### src/rtl/smpq_pkg.sv
package smpq_pkg;

   localparam int PRIO_WIDTH = 16;
   localparam int OCC_WIDTH  = 7;
   localparam int STAT_WIDTH = 2;

   localparam logic OP_INSERT  = 1'b0;
   localparam logic OP_EXTRACT = 1'b1;

   localparam logic [STAT_WIDTH-1:0] STATUS_OK    = 2'd0;
   localparam logic [STAT_WIDTH-1:0] STATUS_FULL  = 2'd1;
   localparam logic [STAT_WIDTH-1:0] STATUS_EMPTY = 2'd2;

   typedef struct packed {
      logic                         op;
      logic signed [PRIO_WIDTH-1:0] priority_in;
   } smpq_req_type;

   typedef struct packed {
      logic signed [PRIO_WIDTH-1:0] value_out;
      logic [STAT_WIDTH-1:0]        status;
      logic [OCC_WIDTH-1:0]         occupancy;
   } smpq_rsp_type;

   typedef enum logic [2:0] {
      ST_IDLE,
      ST_DISPATCH,
      ST_INS_READ,
      ST_INS_CMP,
      ST_EXT_READ,
      ST_EXT_POP,
      ST_DONE
   } smpq_state_type;

   typedef struct packed {
      logic load_item;
      logic rd_issue;
      logic rd_head;
      logic shift_write;
      logic place_write;
      logic pop;
      logic rsp_load;
   } smpq_cmd_type;

   typedef struct packed {
      logic item_extract;
      logic rejected;
      logic pos_zero;
      logic greater;
      logic rsp_free;
   } smpq_stat_type;

endpackage

### src/rtl/sorted_min_priority_queue.sv
// Sorted minimum priority queue: holds up to DEPTH signed 16-bit priorities in
// ascending order in a single-port circular buffer, so the smallest value always
// sits at the head pointer. An extract reads the head and advances it. An insert
// walks down from the tail, moving each larger value up one place with a read
// and a write, then drops the new value into the gap, so its walk over the
// memory port grows with the number of larger values held. A new request is
// taken only once the previous one has finished. An insert into a full queue
// is dropped with status 1, an extract from an empty queue returns zero with
// status 2. Every request beat yields exactly one response beat, and occupancy
// reports the count after the operation (lowest 7 bits). A finished response
// waits in an output register, so the next request is taken while it is still
// pending. The store needs no clearing after reset.
module sorted_min_priority_queue
   import smpq_pkg::*;
#(
   parameter int DEPTH = 64
)
(
   input  logic         clock,
   input  logic         reset,
   input  logic         req_valid,
   output logic         req_ready,
   input  smpq_req_type req_data,
   output logic         rsp_valid,
   input  logic         rsp_ready,
   output smpq_rsp_type rsp_data
);

   // command and status between sequencer and datapath
   smpq_cmd_type  cmd;
   smpq_stat_type stat;

   // sequence each beat: dispatch, walk or pop, then hand over the result
   smpq_ctrl u_ctrl (
      .clock     (clock),
      .reset     (reset),
      .req_valid (req_valid),
      .req_ready (req_ready),
      .stat      (stat),
      .cmd       (cmd)
   );

   // hold the sorted entries, head, count and the response register
   smpq_datapath #(
      .DEPTH (DEPTH)
   ) u_datapath (
      .clock     (clock),
      .reset     (reset),
      .req_data  (req_data),
      .rsp_valid (rsp_valid),
      .rsp_ready (rsp_ready),
      .rsp_data  (rsp_data),
      .cmd       (cmd),
      .stat      (stat)
   );

endmodule

### src/rtl/smpq_ctrl.sv
module smpq_ctrl
   import smpq_pkg::*;
(
   input  logic          clock,
   input  logic          reset,
   input  logic          req_valid,
   output logic          req_ready,
   input  smpq_stat_type stat,
   output smpq_cmd_type  cmd
);

   smpq_state_type state_ff;
   smpq_state_type state_in;

   always_ff @(posedge clock) begin
      if (reset) begin
         state_ff <= ST_IDLE;
      end else begin
         state_ff <= state_in;
      end
   end

   always_comb begin
      state_in = state_ff;
      unique case (state_ff)
         ST_IDLE: begin
            if (req_valid) state_in = ST_DISPATCH;
         end
         ST_DISPATCH: begin
            if (stat.rejected) begin
               state_in = ST_DONE;
            end else if (stat.item_extract) begin
               state_in = ST_EXT_READ;
            end else begin
               state_in = ST_INS_READ;
            end
         end
         ST_INS_READ: begin
            state_in = stat.pos_zero ? ST_DONE : ST_INS_CMP;
         end
         ST_INS_CMP: begin
            state_in = stat.greater ? ST_INS_READ : ST_DONE;
         end
         ST_EXT_READ: state_in = ST_EXT_POP;
         ST_EXT_POP:  state_in = ST_DONE;
         ST_DONE: begin
            if (stat.rsp_free) state_in = ST_IDLE;
         end
         default: state_in = ST_IDLE;
      endcase
   end

   always_comb begin
      cmd       = '0;
      req_ready = 1'b0;
      unique case (state_ff)
         ST_IDLE: begin
            req_ready     = 1'b1;
            cmd.load_item = req_valid;
         end
         ST_DISPATCH: ;
         ST_INS_READ: begin
            // place at the bottom, or fetch the neighbour below
            cmd.place_write = stat.pos_zero;
            cmd.rd_issue    = !stat.pos_zero;
         end
         ST_INS_CMP: begin
            cmd.shift_write = stat.greater;
            cmd.place_write = !stat.greater;
         end
         ST_EXT_READ: begin
            cmd.rd_issue = 1'b1;
            cmd.rd_head  = 1'b1;
         end
         ST_EXT_POP: cmd.pop = 1'b1;
         ST_DONE:    cmd.rsp_load = stat.rsp_free;
         default: ;
      endcase
   end

endmodule

### src/rtl/smpq_datapath.sv
module smpq_datapath
   import smpq_pkg::*;
#(
   parameter int DEPTH = 64
)
(
   input  logic          clock,
   input  logic          reset,
   input  smpq_req_type  req_data,
   output logic          rsp_valid,
   input  logic          rsp_ready,
   output smpq_rsp_type  rsp_data,
   input  smpq_cmd_type  cmd,
   output smpq_stat_type stat
);

   localparam int AW = (DEPTH > 1) ? $clog2(DEPTH) : 1;
   localparam int CW = $clog2(DEPTH + 1);

   function automatic logic [AW-1:0] wrap_addr(input logic [AW:0] sum);
      logic [AW:0] lim;
      lim = (AW+1)'(DEPTH);
      if (sum >= lim) begin
         return AW'(sum - lim);
      end
      return AW'(sum);
   endfunction

   logic [PRIO_WIDTH-1:0] entries_ff [DEPTH];
   logic [PRIO_WIDTH-1:0] rd_data_ff;

   logic [AW-1:0]               head_ff, head_in;
   logic [CW-1:0]               count_ff, count_in;
   logic [CW-1:0]               pos_ff, pos_in;
   logic                        item_op_ff, item_op_in;
   logic signed [PRIO_WIDTH-1:0] item_prio_ff, item_prio_in;
   logic signed [PRIO_WIDTH-1:0] res_value_ff, res_value_in;
   logic [STAT_WIDTH-1:0]       res_status_ff, res_status_in;
   logic                        rsp_valid_ff, rsp_valid_in;
   smpq_rsp_type                rsp_data_ff, rsp_data_in;

   logic                  mem_we;
   logic [AW-1:0]         mem_waddr;
   logic [PRIO_WIDTH-1:0] mem_wdata;
   logic [AW-1:0]         rd_addr;

   always_comb begin
      item_op_in    = item_op_ff;
      item_prio_in  = item_prio_ff;
      pos_in        = pos_ff;
      head_in       = head_ff;
      count_in      = count_ff;
      res_value_in  = res_value_ff;
      res_status_in = res_status_ff;
      mem_we        = 1'b0;
      mem_waddr     = wrap_addr({1'b0, head_ff} + (AW+1)'(pos_ff));
      mem_wdata     = rd_data_ff;

      if (cmd.rd_head) begin
         rd_addr = head_ff;
      end else begin
         rd_addr = wrap_addr({1'b0, head_ff} + (AW+1)'(pos_ff - CW'(1)));
      end

      if (cmd.load_item) begin
         item_op_in   = req_data.op;
         item_prio_in = req_data.priority_in;
         pos_in       = count_ff;
         res_value_in = '0;
         if (req_data.op == OP_INSERT && count_ff == CW'(DEPTH)) begin
            res_status_in = STATUS_FULL;
         end else if (req_data.op == OP_EXTRACT && count_ff == '0) begin
            res_status_in = STATUS_EMPTY;
         end else begin
            res_status_in = STATUS_OK;
         end
      end
      if (cmd.shift_write) begin
         mem_we = 1'b1;
         pos_in = pos_ff - CW'(1);
      end
      if (cmd.place_write) begin
         mem_we    = 1'b1;
         mem_wdata = item_prio_ff;
         count_in  = count_ff + CW'(1);
      end
      if (cmd.pop) begin
         res_value_in = rd_data_ff;
         head_in      = wrap_addr({1'b0, head_ff} + (AW+1)'(1));
         count_in     = count_ff - CW'(1);
      end
   end

   always_comb begin
      rsp_valid_in = rsp_valid_ff;
      rsp_data_in  = rsp_data_ff;
      if (cmd.rsp_load) begin
         rsp_valid_in          = 1'b1;
         rsp_data_in.value_out = res_value_ff;
         rsp_data_in.status    = res_status_ff;
         rsp_data_in.occupancy = OCC_WIDTH'(count_ff);
      end else if (rsp_ready) begin
         rsp_valid_in = 1'b0;
      end
   end

   always_ff @(posedge clock) begin
      if (mem_we) entries_ff[mem_waddr] <= mem_wdata;
      if (cmd.rd_issue) rd_data_ff <= entries_ff[rd_addr];
   end

   always_ff @(posedge clock) begin
      if (reset) begin
         head_ff      <= '0;
         count_ff     <= '0;
         rsp_valid_ff <= 1'b0;
      end else begin
         head_ff      <= head_in;
         count_ff     <= count_in;
         rsp_valid_ff <= rsp_valid_in;
      end
   end

   always_ff @(posedge clock) begin
      pos_ff        <= pos_in;
      item_op_ff    <= item_op_in;
      item_prio_ff  <= item_prio_in;
      res_value_ff  <= res_value_in;
      res_status_ff <= res_status_in;
      rsp_data_ff   <= rsp_data_in;
   end

   always_comb begin
      stat.item_extract = (item_op_ff == OP_EXTRACT);
      stat.rejected     = (res_status_ff != STATUS_OK);
      stat.pos_zero     = (pos_ff == '0);
      stat.greater      = ($signed(rd_data_ff) > item_prio_ff);
      stat.rsp_free     = !rsp_valid_ff || rsp_ready;
   end

   assign rsp_valid = rsp_valid_ff;
   assign rsp_data  = rsp_data_ff;

   a_count_bound: assert property (@(posedge clock) disable iff (reset)
      count_ff <= CW'(DEPTH))
      else $error("entry count beyond capacity");

   a_load_free: assert property (@(posedge clock) disable iff (reset)
      cmd.rsp_load |-> (!rsp_valid_ff || rsp_ready))
      else $error("result register overwritten before it was taken");

   a_place_count: assert property (@(posedge clock) disable iff (reset)
      cmd.place_write |=> count_ff == $past(count_ff) + CW'(1))
      else $error("insert did not raise the count");

   a_reject_zero: assert property (@(posedge clock) disable iff (reset)
      (rsp_valid_ff && rsp_data_ff.status != STATUS_OK) |-> rsp_data_ff.value_out == '0)
      else $error("rejected operation returned a value");

endmodule

### config.mk
export PLATFORM = sky130hd
export DESIGN_NAME = sorted_min_priority_queue
export DESIGN_NICKNAME = d
export VERILOG_FILES = /design/src/rtl/smpq_pkg.sv /design/src/rtl/sorted_min_priority_queue.sv /design/src/rtl/smpq_ctrl.sv /design/src/rtl/smpq_datapath.sv
export SDC_FILE = /design/constraint.sdc
export NUM_CORES = 1
export LEC_CHECK = 0
export BUFFER_PORTS_ARGS = -buffer_cell sky130_fd_sc_hd__buf_2
export CAP_MARGIN = 20
export CORE_MARGIN = 1
export CORE_UTILIZATION = 30
export CTS_CLUSTER_DIAMETER = 120
export DETAILED_ROUTE_END_ITERATION = 12
export GPL_ROUTABILITY_DRIVEN = 0
export GPL_TIMING_DRIVEN = 1
export HOLD_SLACK_MARGIN = 0.03
export SYNTH_ARGS = -nofsm -noshare
export SYNTH_HDL_FRONTEND = slang
export SYNTH_SLANG_ARGS = --single-unit
### constraint.sdc
create_clock -name clock -period 7.4 [get_ports clock]
set_clock_uncertainty 0.15 [all_clocks]
set_input_delay 1.11 -clock clock [delete_from_list [all_inputs] [get_ports clock]]
set_output_delay 1.11 -clock clock [all_outputs]
set_load 0.01 [all_outputs]
==> metrics.md, run 1 <==
| Metric | Value |
|---|---|
| Syn nets | around 3300 |
| Die area | about 150000 sq um |
| Clock power share | between 30% and 40% |
| Leak | approximately 17 nW |
| Hold buffers post-CTS | 0 |
| Crit-path slowest cell | dfxtp_1 |
| ANT nets after route | 0 |
| Vias per std cell | between 5 and 6 |
| Cell row count | around 140 |
| CTS H-tree depth | 3 |
| Hold Crit Class | register to register |
| Worst setup SP type | register |
| Max cap viols | 0 |
| Crit end category | register |
| Layout cell share with drive strength beyond 1 | 11.2% |
| Drt wl/cell | 22.6 um |
| #FFs+latches synth | 1124 |
| Ports | 48 |
| Cell-internal power | between 10 and 15 mW |
| Clk_lat worst skew | 0.71 ns |
| DRT iter0 DRCs | roughly 2800 |
| Total wire length | around 120 mm |
| Commonest non-fill, non-tap cell in the layout | edfxtp_1 |
| Net switching power | ~5.6 mW |
| I/O Buffers | 47 |
| Reg power frac | between 40% and 50% |
| RSZ-0062 raised after global routing | false |
| FF-to-FF path depth | 9 |
| Final min period | roughly 5.2 ns |
| CTS Buffer Depth | 3 |
| EDFF count, synth | between 1000 and 1500 |
| Die width | slightly below 400 um |
| Final Setup Violations | 0 |
| Slew HR | 28.2% |
| Final core occ | 34.8% |
| Ys async rst share | 0% |
| Clk slew on worst S/H paths | 0.06 ns |
| CTS tree | built |
| Worst vdd ir | ~0.22 mV |
| Synth Cell Area | around 45000 sq um |
| Crit Path Max Fanout | 84 |
| Vias | ~27000 |
| First-pass DRT Iterations | 5 |
| Primary FF master, synth | edfxtp_1 |
| Hold path cells | 0 |
| Total Nets Final | 3342 |
| Number of global-route vias before repair | around 26000 |
| Cells along the critical path | or3b_1, mux2i_4, buf_12, buf_12, mux2i_1, a32oi_1, a31oi_1, o221ai_1, mux2_2 |
| Mean Syn Cell Area | between 10 and 15 sq um |
| Worst EP required | 7.71 ns |
| Num CTS Buffers | between 100 and 150 |
| Syn-to-layout area delta | 14.7% |
| Worst slew pin tran | ~1.1 ns |
| Max Transition Viols Final | 0 |
| First-pass GRT wire length | roughly 180 mm |
| Worst endpoint data arrival time | between 5 and 6 ns |
| Seq/Total Area, Yosys | 74.6% |
| Gr usage total | between 10% and 20% |
| Period Utilization, post-route | 70.5% |
| Core Box Area | 148000 sq um |
| CP Class | register to register |
| Cell variety after synth | 58 |
| Combinational fraction of design power | about a quarter |
| Status | finished, final reports clean |
| Ys Warns | 0 |
| Post-CTS Setup Bufs | 0 |
| Initial antenna violation count | 2 |
| Power Dens Cells | 336 nW/um^2 |
| Initial Utilization | between 30 and 40% |
| Commonest non-fill, non-tap cells in the layout | 1107 x edfxtp_1, 817 x nand2_1, 277 x nand3_1 |
| CP max stage delay | 0.80 ns |
| Sw frac | roughly a third |
| CTS Sinks | approximately 1100 |
| Die height | ~390 um |
| Worst path most repeated cell | buf_12 |
| Post-CTS resize count | 0 |
| Cells after synthesis | 3196 |
| Root buf cell | clkbuf_16 |
| Post-DP HPWL | about 70 mm |
| Max Clock Freq | about 190 MHz |
| GRT overflow | 0 |
| DRC | 0 |
| Hold Vio Cnt, Final | 0 |
| Setup TNS | 0 ns |
| Largest net degree at the start of global routing | approximately 120 |
## synthesized netlist by cell type, types with 25 or more instances
cell | n | share of area (%)
buf_2 | 88 | 0.98
nand2_1 | 817 | 6.8
nand3_1 | 277 | 3.1
ha_1 | 33 | 0.92
inv_1 | 30 | 0.25
clkbuf_1 | 72 | 0.60
and3_1 | 66 | 0.92
a32oi_1 | 119 | 2.3
mux2i_1 | 122 | 2.7
nor2_1 | 99 | 0.82
edfxtp_1 | 1107 | 74
nand4_1 | 47 | 0.65
mux2_2 | 25 | 0.62
## through the flow
stage / instance area (sq um) / total power, mW / hold WS [ns] / cells / setup WS, ns
floorplan: 45000 / 10.3 / 0.250 / 3196 / 1.87
global placement: 48100 / 11.9 / 0.251 / 5170 / 2.18
detailed placement: 48100 / 11.9 / 0.255 / 5171 / 2.20
CTS: 51600 / 17.4 / 0.266 / 5378 / 2.21
global route: 51600 / 17.9 / 0.279 / 5378 / 2.07
finish: 51700 / 17.4 / 0.265 / 5380 / 2.18
## path summary, 6_finish.rpt
kind	from	to	slack, ns
worst max register to register	u_ctrl.state_ff[2]	u_datapath.rd_data_ff[10]	2.18
worst min register to register	u_datapath.res_value_ff[3]	u_datapath.rsp_data[12]	0.26
worst max-delay path	u_ctrl.state_ff[2]	u_datapath.rd_data_ff[10]	2.18
worst min-delay path	u_datapath.res_value_ff[3]	u_datapath.rsp_data[12]	0.26
## power groups by stage
| stage | sequential, mW | clock (mW) | combinational (mW) |
|---|---|---|---|
| 2_1_floorplan | 7.83 | 0 | 2.45 |
| 3_3_place_gp | 7.80 | 0 | 4.09 |
| 3_5_place_dp | 7.80 | 0 | 4.13 |
| 4_1_cts | 7.67 | 5.61 | 4.14 |
| 5_1_grt | 7.68 | 5.85 | 4.41 |
| 6_report | 7.67 | 5.54 | 4.14 |
## cell families (layout without fill, tap and decap cells)
family / count (synthesis) / after routing / synth area share (%)
AND/OR/NAND/NOR: 1375 / 1375 / 13.4
AO/OA/AOI/OAI: 269 / 269 / 4.73
other: 0 / 2 / 0
multiplexers: 154 / 154 / 3.65
XOR/XNOR: 23 / 23 / 0.447
buffers and inverters: 215 / 395 / 2.19
flip-flops: 1124 / 1124 / 74.6
adder cells (fa/ha/maj): 36 / 36 / 1.05
## area by class of cell
| type | count | area (sq um) |
|---|---|---|
| sequential | 1124 | 33600 |
| tap | 2002 | 2500 |
| clock inverter | 68 | 602 |
| timing repair buffer | 157 | 1170 |
| antenna | 2 | 5.00 |
| fill | 14100 | 96700 |
| multi-input combinational | 1857 | 10700 |
| inverter | 31 | 116 |
| clock buffer | 139 | 2950 |
## worst max-delay path: cells and delay by family, from the launching register on
kind / cells / cell delay (ns)
AO/OA/AOI/OAI: 3 / 1.02
buffers and inverters: 2 / 0.73
flip-flops: 1 / 0.80
multiplexers: 3 / 1.41
AND/OR/NAND/NOR: 1 / 0.70
## routing by layer
metal / up-vias / GRT usage (%) / wire [um] / part of all wire, %
met3: 193 / 2.32 / 9250 / 7.6
met4: 0 / 5.10 / 3460 / 2.8
met1: 13800 / 21.9 / 52000 / 43
met5: - / 0 / 0 / 0
met2: 1095 / 25.3 / 56900 / 47
li1: 12100 / - / - / -
## sequential cells by signal, summed over array words and instances, names as in the netlist, 3 cells and up
name                     count
u_ctrl.state_ff              3
u_datapath.count_ff          7
u_datapath.res_value_ff     16
u_datapath.rsp_data         25
u_datapath.rd_data_ff       16
u_datapath.head_ff           6
u_datapath.pos_ff            7
u_datapath.entries_ff     1024
u_datapath.item_prio_ff     16
No activity file was read; power rests on OpenSTA's default activity.
==> run 2, diff against run 1 <==
--- a/config.mk
+++ b/config.mk
@@ -5,6 +5,7 @@
 export SDC_FILE = /design/constraint.sdc
 export NUM_CORES = 1
 export LEC_CHECK = 0
+export ABC_AREA = 1
 export BUFFER_PORTS_ARGS = -buffer_cell sky130_fd_sc_hd__buf_2
 export CAP_MARGIN = 20
 export CORE_MARGIN = 1
==> constraint.sdc (replaced) <==
create_clock -name clock -period 5.05 [get_ports clock]
set_clock_uncertainty 0.15 [all_clocks]
set_input_delay 0.7575 -clock clock [delete_from_list [all_inputs] [get_ports clock]]
set_output_delay 0.7575 -clock clock [all_outputs]
set_load 0.01 [all_outputs]
==> metrics.md, run 2 <==
| Metric | Value |
|---|---|
| Status | finished, final reports clean (unchanged) |
| Hold path startpoint | req_data[0] (was u_datapath.res_value_ff[3]) |
| Slew HR | 30.1% (was 28.2%) |
| Crit Path Max Fanout | 103 (was 84) |
| Critical path launch point | u_datapath.pos_ff[1] (was u_ctrl.state_ff[2]) |
| Post-CTS Setup Bufs | 0 (unchanged) |
| Total wire length | 127 mm (was 122 mm) |
| Final core occ | 34.8% (about the same) |
| Cell taking the most area after synthesis | edfxtp_1 (unchanged) |
| Ports | 48 (unchanged) |
| Hold Crit Class | primary input to register (was register to register) |
| Hold Vio Cnt, Final | 0 (unchanged) |
| Reg with most FFs | u_datapath.entries_ff (unchanged) |
| CTS H-tree depth | 3 (unchanged) |
| Commonest non-fill, non-tap cell in the layout | edfxtp_1 (unchanged) |
| Drt wl/cell | 20.4 um (was 22.6 um) |
| Worst setup SP type | register (unchanged) |
| I/O Buffers | 47 (unchanged) |
| Syn nets | 4020 (was 3253) |
| Total Nets Final | 4104 (was 3342) |
| Vias per std cell | 4.87 (was 5.06) |
| Post-DP HPWL | 71.9 mm (was 69.3 mm) |
| Post-synth top area share | 70.3% (was 73.8%) |
| Max Transition Viols Final | 0 (unchanged) |
| Ys Warns | 0 (unchanged) |
| Placed cell count | 5983 (was 5171) |
| Pre-CTS setup slack | 1.12 ns (was 2.20 ns) |
| Initial Utilization | 30.3% (was 30.4%) |
| Hold EP | u_datapath.item_prio_ff[0] (was u_datapath.rsp_data[12]) |
| Max cap viols | 0 (unchanged) |
| Worst EP required | 5.43 ns (was 7.71 ns) |
| Cell row count | 145 (was 141) |
| CTS Buffer Depth | 3 (unchanged) |
| Final Setup Violations | 0 (unchanged) |
| Syn-to-layout area delta | 14.9% (was 14.7%) |
| Commonest non-fill, non-tap cells in the layout | 1107 x edfxtp_1, 857 x nand2_1, 535 x inv_1 (was 1107 x edfxtp_1, 817 x nand2_1, 277 x nand3_1) |
| Hold buffers post-CTS | 0 (unchanged) |
| Primary FF master, synth | edfxtp_1 (unchanged) |
| Area of the multi-input gates | 10800 sq um (was 10700 sq um) |
| Initial antenna violation count | 0 (was 2) |
| FF-to-FF End | u_datapath.rd_data_ff[6] (was u_datapath.rd_data_ff[10]) |
| Hold WS | 0.136 ns (was 0.265 ns) |
| Clk slew on worst S/H paths | 0.06 ns (about the same) |
| Ys async rst share | 0% (unchanged) |
| Cell variety after synth | 37 (was 58) |
| Num CTS Buffers | 115 (was 114) |
| Top post-synthesis cells by count | 1107 x edfxtp_1, 858 x nand2_1, 536 x inv_1 (was 1107 x edfxtp_1, 817 x nand2_1, 277 x nand3_1) |
| Synth Cell Area | 47300 sq um (was 45000 sq um) |
| Die height | 399 um (was 389 um) |
| Crit end category | register (unchanged) |
| Most common cell in the netlist | edfxtp_1 (unchanged) |
| Post-CTS resize count | 0 (unchanged) |
| Register area | 33600 sq um (unchanged) |
| Max Clock Freq | 249 MHz (was 192 MHz) |
| RSZ-0062 raised after global routing | false (unchanged) |
| Final worst slack | 1.04 ns (was 2.18 ns) |
| EDFF count, synth | 1107 (unchanged) |
| Max FFs per register | 1024 (unchanged) |
| First-pass DRT Iterations | 6 (was 5) |
| Die width | 399 um (was 389 um) |
| Layout fillers | 15200 (was 14100) |
| #FFs+latches synth | 1124 (unchanged) |
| FF-to-FF path depth | 14 (was 9) |
| GRT overflow | 0 (unchanged) |
| Vias | 30200 (was 27200) |
| Finished Layout Cells | 6206 (was 5380) |
| Period Utilization, post-route | 79.4% (was 70.5%) |
| CP Class | register to register (unchanged) |
| Core Box Area | 156000 sq um (was 148000 sq um) |
| Worst slew pin tran | 1.05 ns (was 1.08 ns) |
| CTS tree | built (unchanged) |
| Largest net degree at the start of global routing | 118 (was 119) |
| Hold path cells | 1 (was 0) |
| ANT nets after route | 0 (unchanged) |
| Largest cells by area after synthesis | edfxtp_1 70%, nand2_1 6.8%, o211ai_1 6.3%, nand3_1 5.4%, inv_1 4.3% (was edfxtp_1 74%, nand2_1 6.8%, nand3_1 3.1%, mux2i_1 2.7%, a32oi_1 2.3%) |
| DRC | 0 (unchanged) |
| Number of global-route vias before repair | 28200 (was 26300) |
| First-pass GRT wire length | 187 mm (was 179 mm) |
| Clk_lat worst skew | 0.69 ns (was 0.71 ns) |
| R2r setup slk | 1.04 ns (was 2.18 ns) |
| Mean Syn Cell Area | 11.9 sq um (was 14.1 sq um) |
| DRT iter0 DRCs | 3136 (was 2757) |
| Root buf cell | clkbuf_16 (unchanged) |
| Worst endpoint data arrival time | 4.39 ns (was 5.53 ns) |
| Worst r2r src | u_datapath.pos_ff[1] (was u_ctrl.state_ff[2]) |
| Gr usage total | 15.7% (about the same) |
| Cells after synthesis | 3963 (was 3196) |
| CTS Sinks | 1124 (unchanged) |
| Layout cell share with drive strength beyond 1 | 9.31% (was 11.2%) |
| Seq/Total Area, Yosys | 71.0% (was 74.6%) |
| Final min period | 4.01 ns (was 5.22 ns) |
| Die area | 159000 sq um (was 152000 sq um) |
## run 2: metal layers
layer | wire length [um] | vias to the layer above | GRT usage [%]
li1 | - | 14100 | -
met1 | 55300 | 14800 | 21.9
met2 | 58100 | 1110 | 24.7
met3 | 9950 | 194 | 2.96
met4 | 3500 | 0 | 4.62
met5 | 0 | - | 0
## run 2: cell type report
cell class | instances | share of cell area (%)
flip-flops and latches | 1124 | 61.8
clock inverters | 73 | 1.18
multi-input cells | 2072 | 19.9
clock buffers | 144 | 5.59
inverters | 540 | 3.75
well taps | 2058 | 4.73
repair buffers | 194 | 3.09
diodes | 1 | 0.00460
## run 2: worst max-delay path, cell delays in order, from the launching register on
cell,delay (ns)
edfxtp_1,0.46
inv_1,0.07
ha_1,0.32
fa_1,0.44
inv_1,0.06
nand2_1,0.08
o21ai_4,0.14
buf_12,0.47
buf_4,0.41
o211ai_1,0.14
nand3_1,0.08
nand3_1,0.07
nand3_1,0.22
nand3_1,0.37
nand2_1,0.26
## run 2: worst max-delay path by stage
stage	depth (start not counted)	end
CTS	14	u_datapath.rd_data_ff[6]
floorplan	10	u_datapath.entries_ff[0][0]
global placement	11	u_datapath.rd_data_ff[1]
finish	14	u_datapath.rd_data_ff[6]
global route	13	u_datapath.entries_ff[50][3]
detailed placement	14	u_datapath.rd_data_ff[6]
## run 2: logic make-up after synthesis
| logic type | Yosys count | share of synthesized area (%) |
|---|---|---|
| xor gates and xnor gates | 18 | 0.333 |
| DFF | 1124 | 71.0 |
| AOI/OAI and AO/OA | 505 | 7.51 |
| buffers and inverters | 767 | 6.66 |
| adders and majority gates | 36 | 1.00 |
| and+or+nand+nor | 1513 | 13.5 |
## run 2: through the flow
| step | area (sq um) | setup TNS [ns] |
|---|---|---|
| after floorplan | 47300 | -6.37 |
| final | 54400 | 0 |
| after CTS | 54300 | 0 |
| after global routing | 54400 | 0 |
| after detailed placement | 50600 | 0 |
| after global placement | 50600 | 0 |
Power of run 2 is left out: the tool's default activity adds up to more than one toggle a clock period on the data nets, which glitch-free logic cannot reach.
